### config.mk
export PLATFORM = sky130hd
export DESIGN_NAME = dap_div_pipe
export DESIGN_NICKNAME = d
export VERILOG_FILES = /design/src/rtl/dap_div_pipe.sv
export SDC_FILE = /design/constraint.sdc
export NUM_CORES = 1
export LEC_CHECK = 0
export ABC_CLOCK_PERIOD_IN_PS = 2400
export BUFFER_PORTS_ARGS = -buffer_cell sky130_fd_sc_hd__buf_4
export CORE_ASPECT_RATIO = 1.5
export CORE_UTILIZATION = 45
export CTS_BUF_LIST = sky130_fd_sc_hd__clkbuf_8
export DETAILED_ROUTE_END_ITERATION = 12
export SKIP_CTS_REPAIR_TIMING = 1
export SLEW_MARGIN = 0
export SYNTH_ARGS = -nofsm -noshare
export SYNTH_HDL_FRONTEND = slang
export SYNTH_SLANG_ARGS = --single-unit
export TNS_END_PERCENT = 100
### constraint.sdc
create_clock -name clk -period 2.4 [get_ports clk]
set_clock_uncertainty 0.1 [all_clocks]
set_input_delay 0.48 -clock clk [delete_from_list [all_inputs] [get_ports clk]]
set_output_delay 0.48 -clock clk [all_outputs]
set_load 0.03 [all_outputs]
### src/rtl/dap_div_pipe.sv
module dap_div_pipe #(
  parameter int QW    = 8,
  parameter int DW    = 8,
  parameter int TAG_W = 1
) (
  input  logic              clk,
  input  logic              rst,
  input  logic              en,
  input  logic              in_valid,
  input  logic [QW+DW-1:0]  in_num,
  input  logic [DW-1:0]     in_den,
  input  logic [TAG_W-1:0]  in_tag,
  output logic              out_valid,
  output logic [QW-1:0]     out_quo,
  output logic [TAG_W-1:0]  out_tag
);

  logic [DW-1:0]    rem [QW];
  logic [QW-1:0]    low [QW];
  logic [QW-1:0]    quo [QW];
  logic [DW-1:0]    den [QW];
  logic [TAG_W-1:0] tag [QW];
  logic             vld [QW];

  // one quotient bit per stage; upper numerator part is below the divisor
  for (genvar i = 0; i < QW; i++) begin : g_stage
    logic [DW-1:0]    p_rem;
    logic [QW-1:0]    p_low;
    logic [QW-1:0]    p_quo;
    logic [DW-1:0]    p_den;
    logic [TAG_W-1:0] p_tag;
    logic             p_vld;
    logic [DW:0]      sh;
    logic [DW:0]      dif;
    logic             ge;

    if (i == 0) begin : g_first
      assign p_rem = in_num[QW+DW-1:QW];
      assign p_low = in_num[QW-1:0];
      assign p_quo = '0;
      assign p_den = in_den;
      assign p_tag = in_tag;
      assign p_vld = in_valid;
    end else begin : g_next
      assign p_rem = rem[i-1];
      assign p_low = low[i-1];
      assign p_quo = quo[i-1];
      assign p_den = den[i-1];
      assign p_tag = tag[i-1];
      assign p_vld = vld[i-1];
    end

    always_comb begin
      sh  = {p_rem, p_low[QW-1]};
      ge  = (sh >= {1'b0, p_den});
      dif = sh - {1'b0, p_den};
    end

    always_ff @(posedge clk) begin
      if (rst) begin
        vld[i] <= 1'b0;
      end else if (en) begin
        vld[i] <= p_vld;
      end
    end

    always_ff @(posedge clk) begin
      if (en) begin
        rem[i] <= ge ? dif[DW-1:0] : sh[DW-1:0];
        low[i] <= {p_low[QW-2:0], 1'b0};
        quo[i] <= {p_quo[QW-2:0], ge};
        den[i] <= p_den;
        tag[i] <= p_tag;
      end
    end
  end

  assign out_valid = vld[QW-1];
  assign out_quo   = quo[QW-1];
  assign out_tag   = tag[QW-1];

endmodule
==> results.json <==
{
  "status": "finished clean",
  "drt-initial-drc-count": 158,
  "grt_overflow": 0,
  "netlist_instances": 699,
  "p_sw_frac": 0.314,
  "r2r_slack_ns": 0.03,
  "met2_usage": 0.357,
  "crit_arrival_ns": 2.49,
  "regArea_sq_um": 5770,
  "r2r_end": "rem[6][4]$_DFFE_PP_",
  "grt_max_degree": 58,
  "wl_mm": 16.8,
  "crit_required_ns": 2.53,
  "synth_cell_type_count": 55,
  "pwr-share-seq": 0.443,
  "placed_cell_area_sq_um": 10300,
  "fmax_ghz": 0.422,
  "met3_usage": 0.0345,
  "hold_viol_final": 0,
  "finalSetupTns_ns": 0,
  "slew-limit-headroom": 0.661,
  "switchingPower_uw": 3350,
  "hp-class": "input pin to flip-flop",
  "first_global_vias": 6065,
  "fin_cells": 1083,
  "io_pins": 39,
  "multiInputGateArea_sq_um": 3330,
  "clk_pin_slew_ns": 0.09,
  "antenna_found_initial": 0,
  "mappedNetlistArea_sq_um": 9360,
  "comb_power_share": 0.377,
  "numClockSinks": 192,
  "fp.coreArea_sq_um": 20400,
  "max-vdd-ir-drop_uv": 368,
  "vias": 5665,
  "remaining_drc_errors": 0,
  "postRouteAntennaNets": 0,
  "hpwl_mm": 12.8,
  "die_width_microns": 120,
  "cts_tree": "done",
  "syn-mean-instance-area_sq_um": 13.4,
  "synth-seq-area-share": 0.616,
  "area_growth_pct": 16.3,
  "synth_fp_nets": 799,
  "grt_busiest_layer": "met2",
  "dp_cells": 1043,
  "clockPowerShare": 0.180,
  "ys_warn_count": 0,
  "detail_route.wl_per_cell_microns": 15.5,
  "track_usage": 0.169,
  "crit_chain": "ha_4, a21oi_2, o21ai_1, a211o_1, a31oi_4, mux2_2",
  "cts_made_buffers": 17,
  "min_delay_path_depth": 1,
  "worst_slew_pin_slew_ns": 0.496,
  "clockBufferDepth": 2,
  "cts-root-buf": "clkbuf_8",
  "p_leak_uw": 0.00442,
  "finalSetupViolations": 0,
  "fillers": 1717,
  "rsz0062_at_grt": "true",
  "critPathMaxFanout": 7,
  "end_kind": "flip-flop",
  "cpPeakStageDelay_ns": 0.45,
  "period_needed_ns": 2.37,
  "synth_edf_count": 192,
  "n_antenna_cell": 0,
  "synth-async-reset-ratio": 0,
  "worstSkewPairLatency_ns": 0.46,
  "whs_endpoint": "tag[0][0]$_DFFE_PP_",
  "p_per_area_nw_per_um2": 980,
  "power_uw": 10700,
  "chipHeight_microns": 179,
  "via_per_inst": 5.23,
  "num_rows": 64,
  "p_int_uw": 7320,
  "gp_routability_congestion": 0.904,
  "r2r_start": "rem[5][5]$_DFFE_PP_",
  "hp-start": "in_tag",
  "drive_gt1_frac": 0.212,
  "final_area_sq_um": 10900,
  "maxCapViolCount": 0,
  "final_nets": 907,
  "ys_dominant_reg_cell": "edfxtp_1",
  "synth-seq-cells": 192,
  "cpMaxStageDelayCell": "edfxtp_1",
  "htreeDepth": 4,
  "grt.met1_usage": 0.128,
  "cp-start-kind": "flip-flop",
  "io_buffer_count": 38,
  "fin_crit_sh": 0.987,
  "worst-setup-path-type": "flip-flop to flip-flop",
  "grt_pass1_wl_mm": 27.1,
  "dr.pass1.iters": 4,
  "worst_r2r_path_depth": 6,
  "holdWs_ns": 0.0907,
  "start_util": 0.458,
  "drv_slew": 0,
  "die_area_sq_um": 21400
}
## metrics by stage
step                worst slack, ns  utilization
floorplan                   0.00434            -
global placement             -0.146        0.505
detailed placement           -0.179        0.505
CTS                          -0.216        0.522
global route                -0.0369        0.533
finish                       0.0313        0.533
## registers in the layout, summed over array words and instances, names as in the netlist
name  count
den      56
rem      56
quo      36
low      28
tag       8
vld       8
## cell usage after synthesis (17+ instances only)
master,number,area (sq um)
inv_1,102,383
a21oi_1,28,140
nand2_1,35,131
ha_1,64,801
xnor2_1,19,166
nor2_1,22,82.6
o21ai_0,27,135
o21a_1,24,180
mux2_2,22,248
nor2b_1,17,106
edfxtp_1,192,5770
## layout make-up
class / instances / area share
Sequential cell: 192 / 0.530
Multi-Input combinational cell: 400 / 0.306
Timing Repair Buffer: 94 / 0.0667
Inverter: 102 / 0.0352
Tap cell: 264 / 0.0304
Clock buffer: 17 / 0.0215
Clock inverter: 14 / 0.0107
## worst max path at each step
stage | start | endpoint | slack [ns] | cells past startpoint
6_report | rem[5][5]$_DFFE_PP_ | rem[6][4]$_DFFE_PP_ | 0.03 | 6
5_1_grt | den[5][1]$_DFFE_PP_ | rem[6][4]$_DFFE_PP_ | -0.04 | 7
4_1_cts | rem[5][5]$_DFFE_PP_ | rem[6][3]$_DFFE_PP_ | -0.22 | 6
3_5_place_dp | rem[5][5]$_DFFE_PP_ | rem[6][3]$_DFFE_PP_ | -0.18 | 6
3_3_place_gp | rem[5][5]$_DFFE_PP_ | rem[6][7]$_DFFE_PP_ | -0.15 | 6
2_1_floorplan | rem[3][5]$_DFFE_PP_ | rem[4][2]$_DFFE_PP_ | 0.004 | 6
## power groups by stage
| stage | sequential, uW | combinational, uW | clock [uW] |
|---|---|---|---|
| final | 4730 | 4020 | 1920 |
| after global routing | 4780 | 4420 | 2110 |
| after CTS | 4720 | 3740 | 2000 |
| after detailed placement | 4790 | 3720 | 0 |
| after global placement | 4770 | 3560 | 0 |
| after floorplan | 4740 | 2530 | 0 |
## cell usage in the layout (no fill, tap or decap), types with 6 or more instances in the layout
| cell type | n |
|---|---|
| nor2_1 | 22 |
| fa_1 | 6 |
| nor3_1 | 12 |
| clkbuf_8 | 17 |
| nand4_1 | 7 |
| a21oi_2 | 7 |
| mux2_2 | 17 |
| nand2_1 | 35 |
| buf_4 | 91 |
| mux2i_1 | 14 |
| and2_1 | 8 |
| edfxtp_1 | 192 |
| ha_1 | 57 |
| a21oi_1 | 21 |
| o21ai_0 | 23 |
| o21a_1 | 24 |
| nor2b_1 | 15 |
| xnor2_1 | 19 |
| a21o_1 | 14 |
| o31ai_1 | 7 |
| inv_1 | 101 |
## cell families after synthesis
group                    synth area share
flip-flops                          0.616
buffers and inverters              0.0438
AND/OR/NAND/NOR                    0.0707
adder cells (fa/ha/maj)             0.101
AO/OA/AOI/OAI                       0.105
XOR/XNOR                           0.0225
multiplexers                       0.0414
## metal layers
metal,up-vias,share of wire
met5,-,0
met4,0,0.056
met3,54,0.020
met2,99,0.61
met1,2727,0.31
li1,2785,-
## worst max-delay path: cells and delay by family, from the launching register on
family	cells	cell delay [ns]
DFF	1	0.45
AOI/OAI and AO/OA	4	0.94
muxes	1	0.37
adders and majority gates	1	0.27
Power figures use the tool's default switching activity.
