<file path="src/rtl/dap_sqrt_pipe.sv">
module dap_sqrt_pipe #(
  parameter int RW    = 16,
  parameter int TAG_W = 1
) (
  input  logic              clk,
  input  logic              rst,
  input  logic              en,
  input  logic              in_valid,
  input  logic [2*RW-1:0]   in_rad,
  input  logic [TAG_W-1:0]  in_tag,
  output logic              out_valid,
  output logic [RW-1:0]     out_root,
  output logic [TAG_W-1:0]  out_tag
);

  logic [2*RW-1:0]  rad  [RW];
  logic [RW+1:0]    rem  [RW];
  logic [RW-1:0]    root [RW];
  logic [TAG_W-1:0] tag  [RW];
  logic             vld  [RW];

  // one root bit per stage, restoring
  for (genvar i = 0; i < RW; i++) begin : g_stage
    logic [2*RW-1:0]  p_rad;
    logic [RW+1:0]    p_rem;
    logic [RW-1:0]    p_root;
    logic [TAG_W-1:0] p_tag;
    logic             p_vld;
    logic [RW+1:0]    sh;
    logic [RW+1:0]    trial;
    logic             ge;

    if (i == 0) begin : g_first
      assign p_rad  = in_rad;
      assign p_rem  = '0;
      assign p_root = '0;
      assign p_tag  = in_tag;
      assign p_vld  = in_valid;
    end else begin : g_next
      assign p_rad  = rad[i-1];
      assign p_rem  = rem[i-1];
      assign p_root = root[i-1];
      assign p_tag  = tag[i-1];
      assign p_vld  = vld[i-1];
    end

    always_comb begin
      sh    = {p_rem[RW-1:0], p_rad[2*RW-1 -: 2]};
      trial = {p_root, 2'b01};
      ge    = (sh >= trial);
    end

    always_ff @(posedge clk) begin
      if (rst) begin
        vld[i] <= 1'b0;
      end else if (en) begin
        vld[i] <= p_vld;
      end
    end

    always_ff @(posedge clk) begin
      if (en) begin
        rad[i]  <= {p_rad[2*RW-3:0], 2'b00};
        rem[i]  <= ge ? (sh - trial) : sh;
        root[i] <= {p_root[RW-2:0], ge};
        tag[i]  <= p_tag;
      end
    end
  end

  assign out_valid = vld[RW-1];
  assign out_root  = root[RW-1];
  assign out_tag   = tag[RW-1];

endmodule

</file>
<file path="config.mk">
export PLATFORM = sky130hd
export DESIGN_NAME = dap_sqrt_pipe
export DESIGN_NICKNAME = d
export VERILOG_FILES = /design/src/rtl/dap_sqrt_pipe.sv
export SDC_FILE = /design/constraint.sdc
export NUM_CORES = 1
export LEC_CHECK = 0
export ABC_AREA = 1
export BUFFER_PORTS_ARGS = -buffer_cell sky130_fd_sc_hd__buf_2
export CAP_MARGIN = 5
export CORE_MARGIN = 2
export CORE_UTILIZATION = 68
export CTS_CLUSTER_SIZE = 14
export DETAILED_ROUTE_END_ITERATION = 16
export PLACE_DENSITY = 0.95
export SETUP_SLACK_MARGIN = 0.1
export SYNTH_ARGS = -nofsm -noshare
export SYNTH_HDL_FRONTEND = slang
export SYNTH_SLANG_ARGS = --single-unit
</file>
<file path="constraint.sdc">
create_clock -name clk -period 5.3 [get_ports clk]
set_input_delay 0.53 -clock clk [delete_from_list [all_inputs] [get_ports clk]]
set_output_delay 0.53 -clock clk [all_outputs]
set_load 0.02 [all_outputs]
</file>
==> metrics.md, run 1 <==
| Metric | Value |
|---|---|
| Number of CTS-inserted buffers | 61 |
| Syn_area_per_cell | 9.638 µm² |
| Crit Path Class | reg -> reg |
| Quantity of hold-fixing buffers added after cts | 0 |
| Max-slew headroom | about two fifths |
| Area leader, netlist | edfxtp_1 |
| # IOs | 55 |
| Sw Share | around 29% |
| Final worst path period share | around half |
| Arrival time at the worst endpoint | 3010 ps |
| Die Y-Extent | ~220 µm |
| CTS resizes | 0 |
| Clock network fraction of design power | 33.7% |
| CP required | between 5000 and 6000 ps |
| Initial antenna violation count | 0 |
| Postcts setup bufs | 0 |
| Status | finished clean |
| Core Area | about 0.047 mm² |
| Yosys cell types | 50 |
| Pin count of the biggest net entering global routing | about 160 |
| Hold WC Path Type | in -> reg |
| Top-area cell type share of the netlist area | approximately 60% |
| Pwr/cell area | about 380 mW/mm² |
| Crit path max-delay cell type | edfxtp_1 |
| EDFF count, synth | 632 |
| Most frequent cells in the layout | nand2_1, edfxtp_1, inv_1 |
| H-tree depth | 2 |
| Routed Antenna Nets | 0 |
| Slew Limit Fails | 0 |
| CP top delay family | simple AND/OR/NAND/NOR gates |
| WP buf/inv | 3 |
| RSZ-0062 raised after global routing | false |
| Wire per inst | 18.11 µm |
| Initial Util | roughly 69% |
| Clk buf depth | 3 |
| CP max FO | 18 |
| Sequential share of power | a little under half |
| DRT iter0 DRCs | slightly above 3,000 |
| Worst-Skew Late Latency | ~660 ps |
| Seq cells post-synth | roughly 630 |
| Ant. Diodes | 0 |
| Area grow syn2layout | 9.140% |
| Commonest non-fill, non-tap cell in the layout | nand2_1 |
| Most used cell, CP | nand2_1 |
| Cell count after synthesis | between 3,000 and 4,000 |
| Worst hold margin | between 40 and 50 ps |
| R2r setup slk | ~2700 ps |
| Drt pass-1 iters | 6 |
| Critical-path cell list | ha_1 > nand2_1 > inv_1 > nand2_1 > nand3_1 > nand2_1 > nand2_1 > nor2_4 > inv_1 > nand2_1 > inv_1 |
| Crit start category | flop |
| Clock skew | 41.26 ps |
| Synth Flop Type | edfxtp_1 |
| Pint | between 9 and 10 mW |
| First-pass GRT wire length | 118.0 mm |
| Final Routed Wirelength | ~74 mm |
| Setup TNS | 0 ps |
| Setup violations, final | 0 |
| Via-to-Cell Ratio | about 5.8 |
| CTS sink cnt | roughly 630 |
| Drt drc | 0 |
| Detailed-placement wirelength estimate | between 40 and 50 mm |
| GR Overflow Total | 0 |
| Nets | between 3,000 and 4,000 |
| Synthesized cell area | 0.03237 mm² |
| Die area | ~0.05 mm² |
| Sw Pwr | 3.917 mW |
| GR Util All Layers | 30.33% |
| Lkg Pwr | 16.25 nW |
| Clock transition at the registers of the reported paths | 70 ps |
| Comb pwr share | a little under a fifth |
| Cell Rows | between 70 and 80 |
| IO buf count | between 50 and 60 |
| Vias in the first global route | 22,940 |
| Slowest stage delay, CP | about 410 ps |
| Max-Cap Viols | 0 |
| Vias | 23,800 |
| Routability cong. | between 0.9 and 1 |
| Sequential element share of the synthesized area | 58.62% |
| Tmin final | 2598 ps |
| CTS tree | done |
| Crit. End Element | flop |
| Layout cell share with drive strength beyond 1 | 7.055% |
| Fmax | 385.0 MHz |
| Die width | 222.2 µm |
| Synth warn | 0 |
| Root Driver | clkbuf_16 |
| Post-synth ARST share | 0% |
| Worst-Margin Slew | 914.4 ps |
| Max IR drop VDD | 0.3319 mV |
| Synth top area cells | edfxtp_1, nand2_1, inv_1, ha_1, nand3_1 |
| Hold Vio Cnt, Final | 0 |
| Net Count, Synth | roughly 3,500 |
cells by family (layout without fill, tap and decap cells):
kind of cell	count (synthesis)	count (layout)	synth area share, %
AO/OA/AOI/OAI	192	192	3.455
XOR/XNOR	81	81	2.191
adder cells (fa/ha/maj)	152	152	5.875
buffers and inverters	642	784	7.908
flip-flops	632	632	58.62
other	1	1	0.01158
AND/OR/NAND/NOR	1659	1659	21.94
registers in the layout, summed over array words and instances (netlist names):
register	flops
rad	240
rem	224
root	136
tag	16
vld	16
cells in the mapped netlist (all sizes together), types with 2 or more instances:
library cell,number
xnor2,26
nand3b,21
o21bai,7
and2,9
buf,22
xor2,55
a21oi,111
nor2,252
nand3,218
or2,7
and3,6
edfxtp,632
nor3,32
inv,619
o21ai,67
nand4,51
ha,152
nor3b,2
o21a,2
nand2,1059
stage by stage:
| step | power [mW] | util (%) | setup WS, ps | instances | instance area (µm²) |
|---|---|---|---|---|---|
| global placement | 8.756 | 71.15 | 3007 | 4001 | 33260 |
| floorplan | 8.172 | - | 3468 | 3359 | 32370 |
| detailed placement | 8.877 | 71.15 | 2918 | 4001 | 33260 |
| global route | 14.01 | 75.57 | 2690 | 4108 | 35330 |
| CTS | 13.44 | 75.57 | 2828 | 4108 | 35330 |
| finish | 13.48 | 75.57 | 2702 | 4108 | 35330 |
layer usage:
metal / global-route usage (%) / vias to the layer above / part of all wire [%]
met2: 51.67 / 1394 / 49
met1: 37.69 / 10930 / 37
met4: 16.22 / 0 / 6.0
met3: 4.536 / 359 / 8.1
met5: 0 / - / 0
li1: - / 11120 / -
area by class of cell:
| class | count | area [µm²] |
|---|---|---|
| fill | 2821 | 11420 |
| sequential | 632 | 18980 |
| clock buffer | 71 | 1564 |
| tap | 607 | 759.5 |
| multi-input combinational | 2085 | 10840 |
| timing repair buffer | 58 | 360.3 |
| inverter | 619 | 2331 |
| clock inverter | 36 | 504.2 |
power groups by stage:
stage,registers (mW),logic (mW),clock network [mW]
2_1_floorplan,6.40,1.77,0
3_3_place_gp,6.49,2.26,0
3_5_place_dp,6.52,2.36,0
4_1_cts,6.43,2.44,4.57
5_1_grt,6.48,2.79,4.75
6_report,6.45,2.49,4.54
worst paths after layout:
check,startpoint,end,depth (start not counted)
worst min register to register,rad[0][66]$_DFFE_PP_,rad[0][98]$_DFFE_PP_,0
worst min-delay path,in_rad[8],rad[0][8]$_DFFE_PP_,1
worst max-delay path,rem[2][2]$_DFFE_PP_,rem[2][27]$_DFFE_PP_,11
worst max register to register,rem[2][2]$_DFFE_PP_,rem[2][27]$_DFFE_PP_,11
Note: power is estimated with default switching activity, not from simulation.
==> inputs of run 2 (changes only) <==
CORE_UTILIZATION = 57   (was 68)
PLACE_DENSITY = 0.87   (was 0.95)
clock period = 2.1 ns   (was 5.3 ns; I/O delays follow)
==> run 2 against run 1 <==
The flow now finishes with violations (setup timing). Sequential power rose to 2.5 times the previous value. Via count rose by 11%. Global-route usage fell by 4.9 points. Die area rose by 19%. Worst setup slack got worse by 2900 ps. Combinational power rose to 3.5 times the previous value. First-iteration DRC count rose by 10%. Worst hold slack improved by 190 ps. Total power rose to 2.8 times the previous value. Clock-buffer cell count rose by 9. Clock power rose to 2.7 times the previous value. Non-clock buffer count rose by 317. Critical path type unchanged.
==> metrics.md, run 2 (synthesized netlist as in run 1, its figures left out) <==
| Metric | Value |
|---|---|
| IO buf count | 54 (unchanged) |
| # IOs | 55 (unchanged) |
| Failing checks | setup timing |
| Drt drc | 0 (unchanged) |
| CTS sink cnt | 632 (unchanged) |
| Max IR drop VDD | 0.9466 mV (+190%) |
| DRT iter0 DRCs | 3,385 (+10%) |
| Clock transition at the registers of the reported paths | 70 ps (about the same) |
| Max-slew headroom | 59.51% (+20 points) |
| Worst hold margin | 226.4 ps (+185.6 ps) |
| Met3 usage | 3.578% (-0.96 points) |
| Number of CTS-inserted buffers | 67 (+9.8%) |
| Setup TNS | -1428 ps (-1428 ps) |
| Die Y-Extent | 242.3 µm (+9.1%) |
| Final worst path period share | 111.1% (+62 points) |
| Crit start category | flop |
| CP required | 2570 ps (-3140 ps) |
| Lkg Pwr | 18.08 nW (+11%) |
| Slowest stage delay, CP | 380 ps (-30 ps) |
| Wire per inst | 20.04 µm (+11%) |
| Clock skew | 61.31 ps (+20.04 ps) |
| Status | finished, violations left |
| GR Overflow Total | 0 (unchanged) |
| Pin count of the biggest net entering global routing | 92 (-43%) |
| Cells after DPL | 4,283 (+7.0%) |
| Pre-CTS setup slack | -66.65 ps (-2985 ps) |
| Drt pass-1 iters | 10 (+4) |
| Placed inst area | 0.03457 mm² (+3.9%) |
| Routability cong. | 0.9095 (-3.6%) |
| Hold Vio Cnt, Final | 0 (unchanged) |
| Detailed-placement wirelength estimate | 49.52 mm (+2.8%) |
| Initial antenna violation count | 0 (unchanged) |
| Met1 global-route usage | 31.09% (-6.6 points) |
| Top flop regs | rad: 240 flops, rem: 224 flops, root: 136 flops |
| Vias | 26,450 (+11%) |
| CP max FO | 5 (-13) |
| GRT busiest layer | met2 |
| Pwr/cell area | 914.4 mW/mm² (+140%) |
| Post-route setup slack | -232.7 ps (-2935 ps) |
| Fmax | 428.7 MHz (+11%) |
| Routed Antenna Nets | 0 (unchanged) |
| Cell Rows | 87 (+10%) |
| Final Routed Wirelength | 92.02 mm (+24%) |
| GR Util All Layers | 25.42% (-4.9 points) |
| Ant. Diodes | 0 (unchanged) |
| Worst-Margin Slew | 602.7 ps (-311.7 ps) |
| Arrival time at the worst endpoint | 2800 ps (-210 ps) |
| Die width | 242.3 µm (+9.1%) |
| Tmin final | 2333 ps (-264.8 ps) |
| Crit path max-delay cell type | edfxtp_1 |
| Nets | 3,974 (+9.0%) |
| Vias in the first global route | 23,820 (+3.8%) |
| Via-to-Cell Ratio | 5.759 (-0.61%) |
| Die area | 0.05872 mm² (+19%) |
| Critical-path cell list | inv_1 > ha_4 > inv_1 > nor2_2 > inv_1 > nor2_1 > nand3_1 > nand3_1 > nand2_1 > a21oi_1 |
| Finished Cell Area | 0.04092 mm² (+16%) |
| H-tree depth | 3 (+1) |
| Layout cell share with drive strength beyond 1 | 25.13% (+18 points) |
| Setup violations, final | 31 (+31) |
| Worst-Skew Late Latency | 640 ps (-20 ps) |
| Most frequent cells in the layout | nand2_1, edfxtp_1, inv_1 |
| CTS tree | done |
| Most used cell, CP | inv_1 |
| Commonest non-fill, non-tap cell in the layout | nand2_1 |
| Core Area | 0.05628 mm² (+20%) |
| Root Driver | clkbuf_16 |
| Initial Util | 57.52% (-12 points) |
| First-pass GRT wire length | 119.6 mm (+1.3%) |
| Hold WC Path Type | in -> reg |
| Clk buf depth | 3 (unchanged) |
| Crit Path Class | reg -> reg |
| Final std cells w/o fill | 4,592 (+12%) |
| Reg with most FFs | rad |
| Max-Cap Viols | 0 (unchanged) |
| Crit. End Element | flop |
| Max reg flops | 240 (unchanged) |
| Slew Limit Fails | 0 (unchanged) |
| RSZ-0062 raised after global routing | true |
| Met2 Use GR | 44.96% (-6.7 points) |
| Area grow syn2layout | 26.39% |
run 2: cell types whose count changed in the layout (fill, tap and decap cells not counted), sizes merged:
| cell | delta |
|---|---|
| bufinv | -4 |
| clkinvlp | +8 |
| clkinv | +2 |
| dlygate4sd3 | +36 |
| buf | +277 |
| clkbuf | +13 |
| inv | -1 |
| nand2 | +4 |
run 2: path summary, 6_finish.rpt:
kind                        start              endpoint  slack [ps]  cells after the start
max reg2reg  root[1][1]$_DFFE_PP_   rem[1][9]$_DFFE_PP_        -230                     10
min                           rst   vld[0][1]$_DFFE_PP_         230                      2
min reg2reg  rad[1][21]$_DFFE_PP_  rad[1][53]$_DFFE_PP_         410                      0
max          root[1][1]$_DFFE_PP_   rem[1][9]$_DFFE_PP_        -230                     10
run 2: area by class of cell:
type | instances | area [µm²]
Clock inverter | 40 | 538.0
Timing Repair Buffer | 375 | 3127
Multi-Input combinational cell | 2089 | 13180
Tap cell | 756 | 945.9
Timing Repair inverter | 1 | 16.27
Fill cell | 3382 | 15360
Inverter | 619 | 2404
Sequential cell | 632 | 18980
Clock buffer | 80 | 1725
run 2: metrics by stage:
step                      utilization, %  power (mW)
final                              72.71       37.41
after global routing               72.71       38.79
after CTS                          67.73       35.25
after detailed placement           61.44       22.85
after global placement             61.44       22.62
after floorplan                        -       20.63
run 2: timing repair:
item	CTS	global route
endpoints found under the setup margin	152	207
resized for setup	102	469
hold buffers	36	0
setup buffers	33	111
hold endpoints to repair	45	0
pin swaps	26	134
cloned	1	9
run 2: where the power goes:
group          internal [mW]  leakage (nW)  switching, mW
combinational           3.50          10.9           5.31
clock                   6.80          1.05           5.42
sequential              15.5          6.09          0.902
total                   25.8          18.1           11.6
run 2: worst max-delay path: cells and delay by family, from the launching register on:
family | cells | cell delay, ps
DFF | 1 | 380
adders and majority gates | 1 | 350
and+or+nand+nor | 5 | 850
AOI/OAI and AO/OA | 1 | 190
buffers and inverters | 3 | 360
run 2: per-layer routing:
metal	up-vias	part of all wire, %
li1	11810	-
met1	12270	35
met2	1795	49
met3	569	8.8
met4	2	7.1
met5	-	0.034
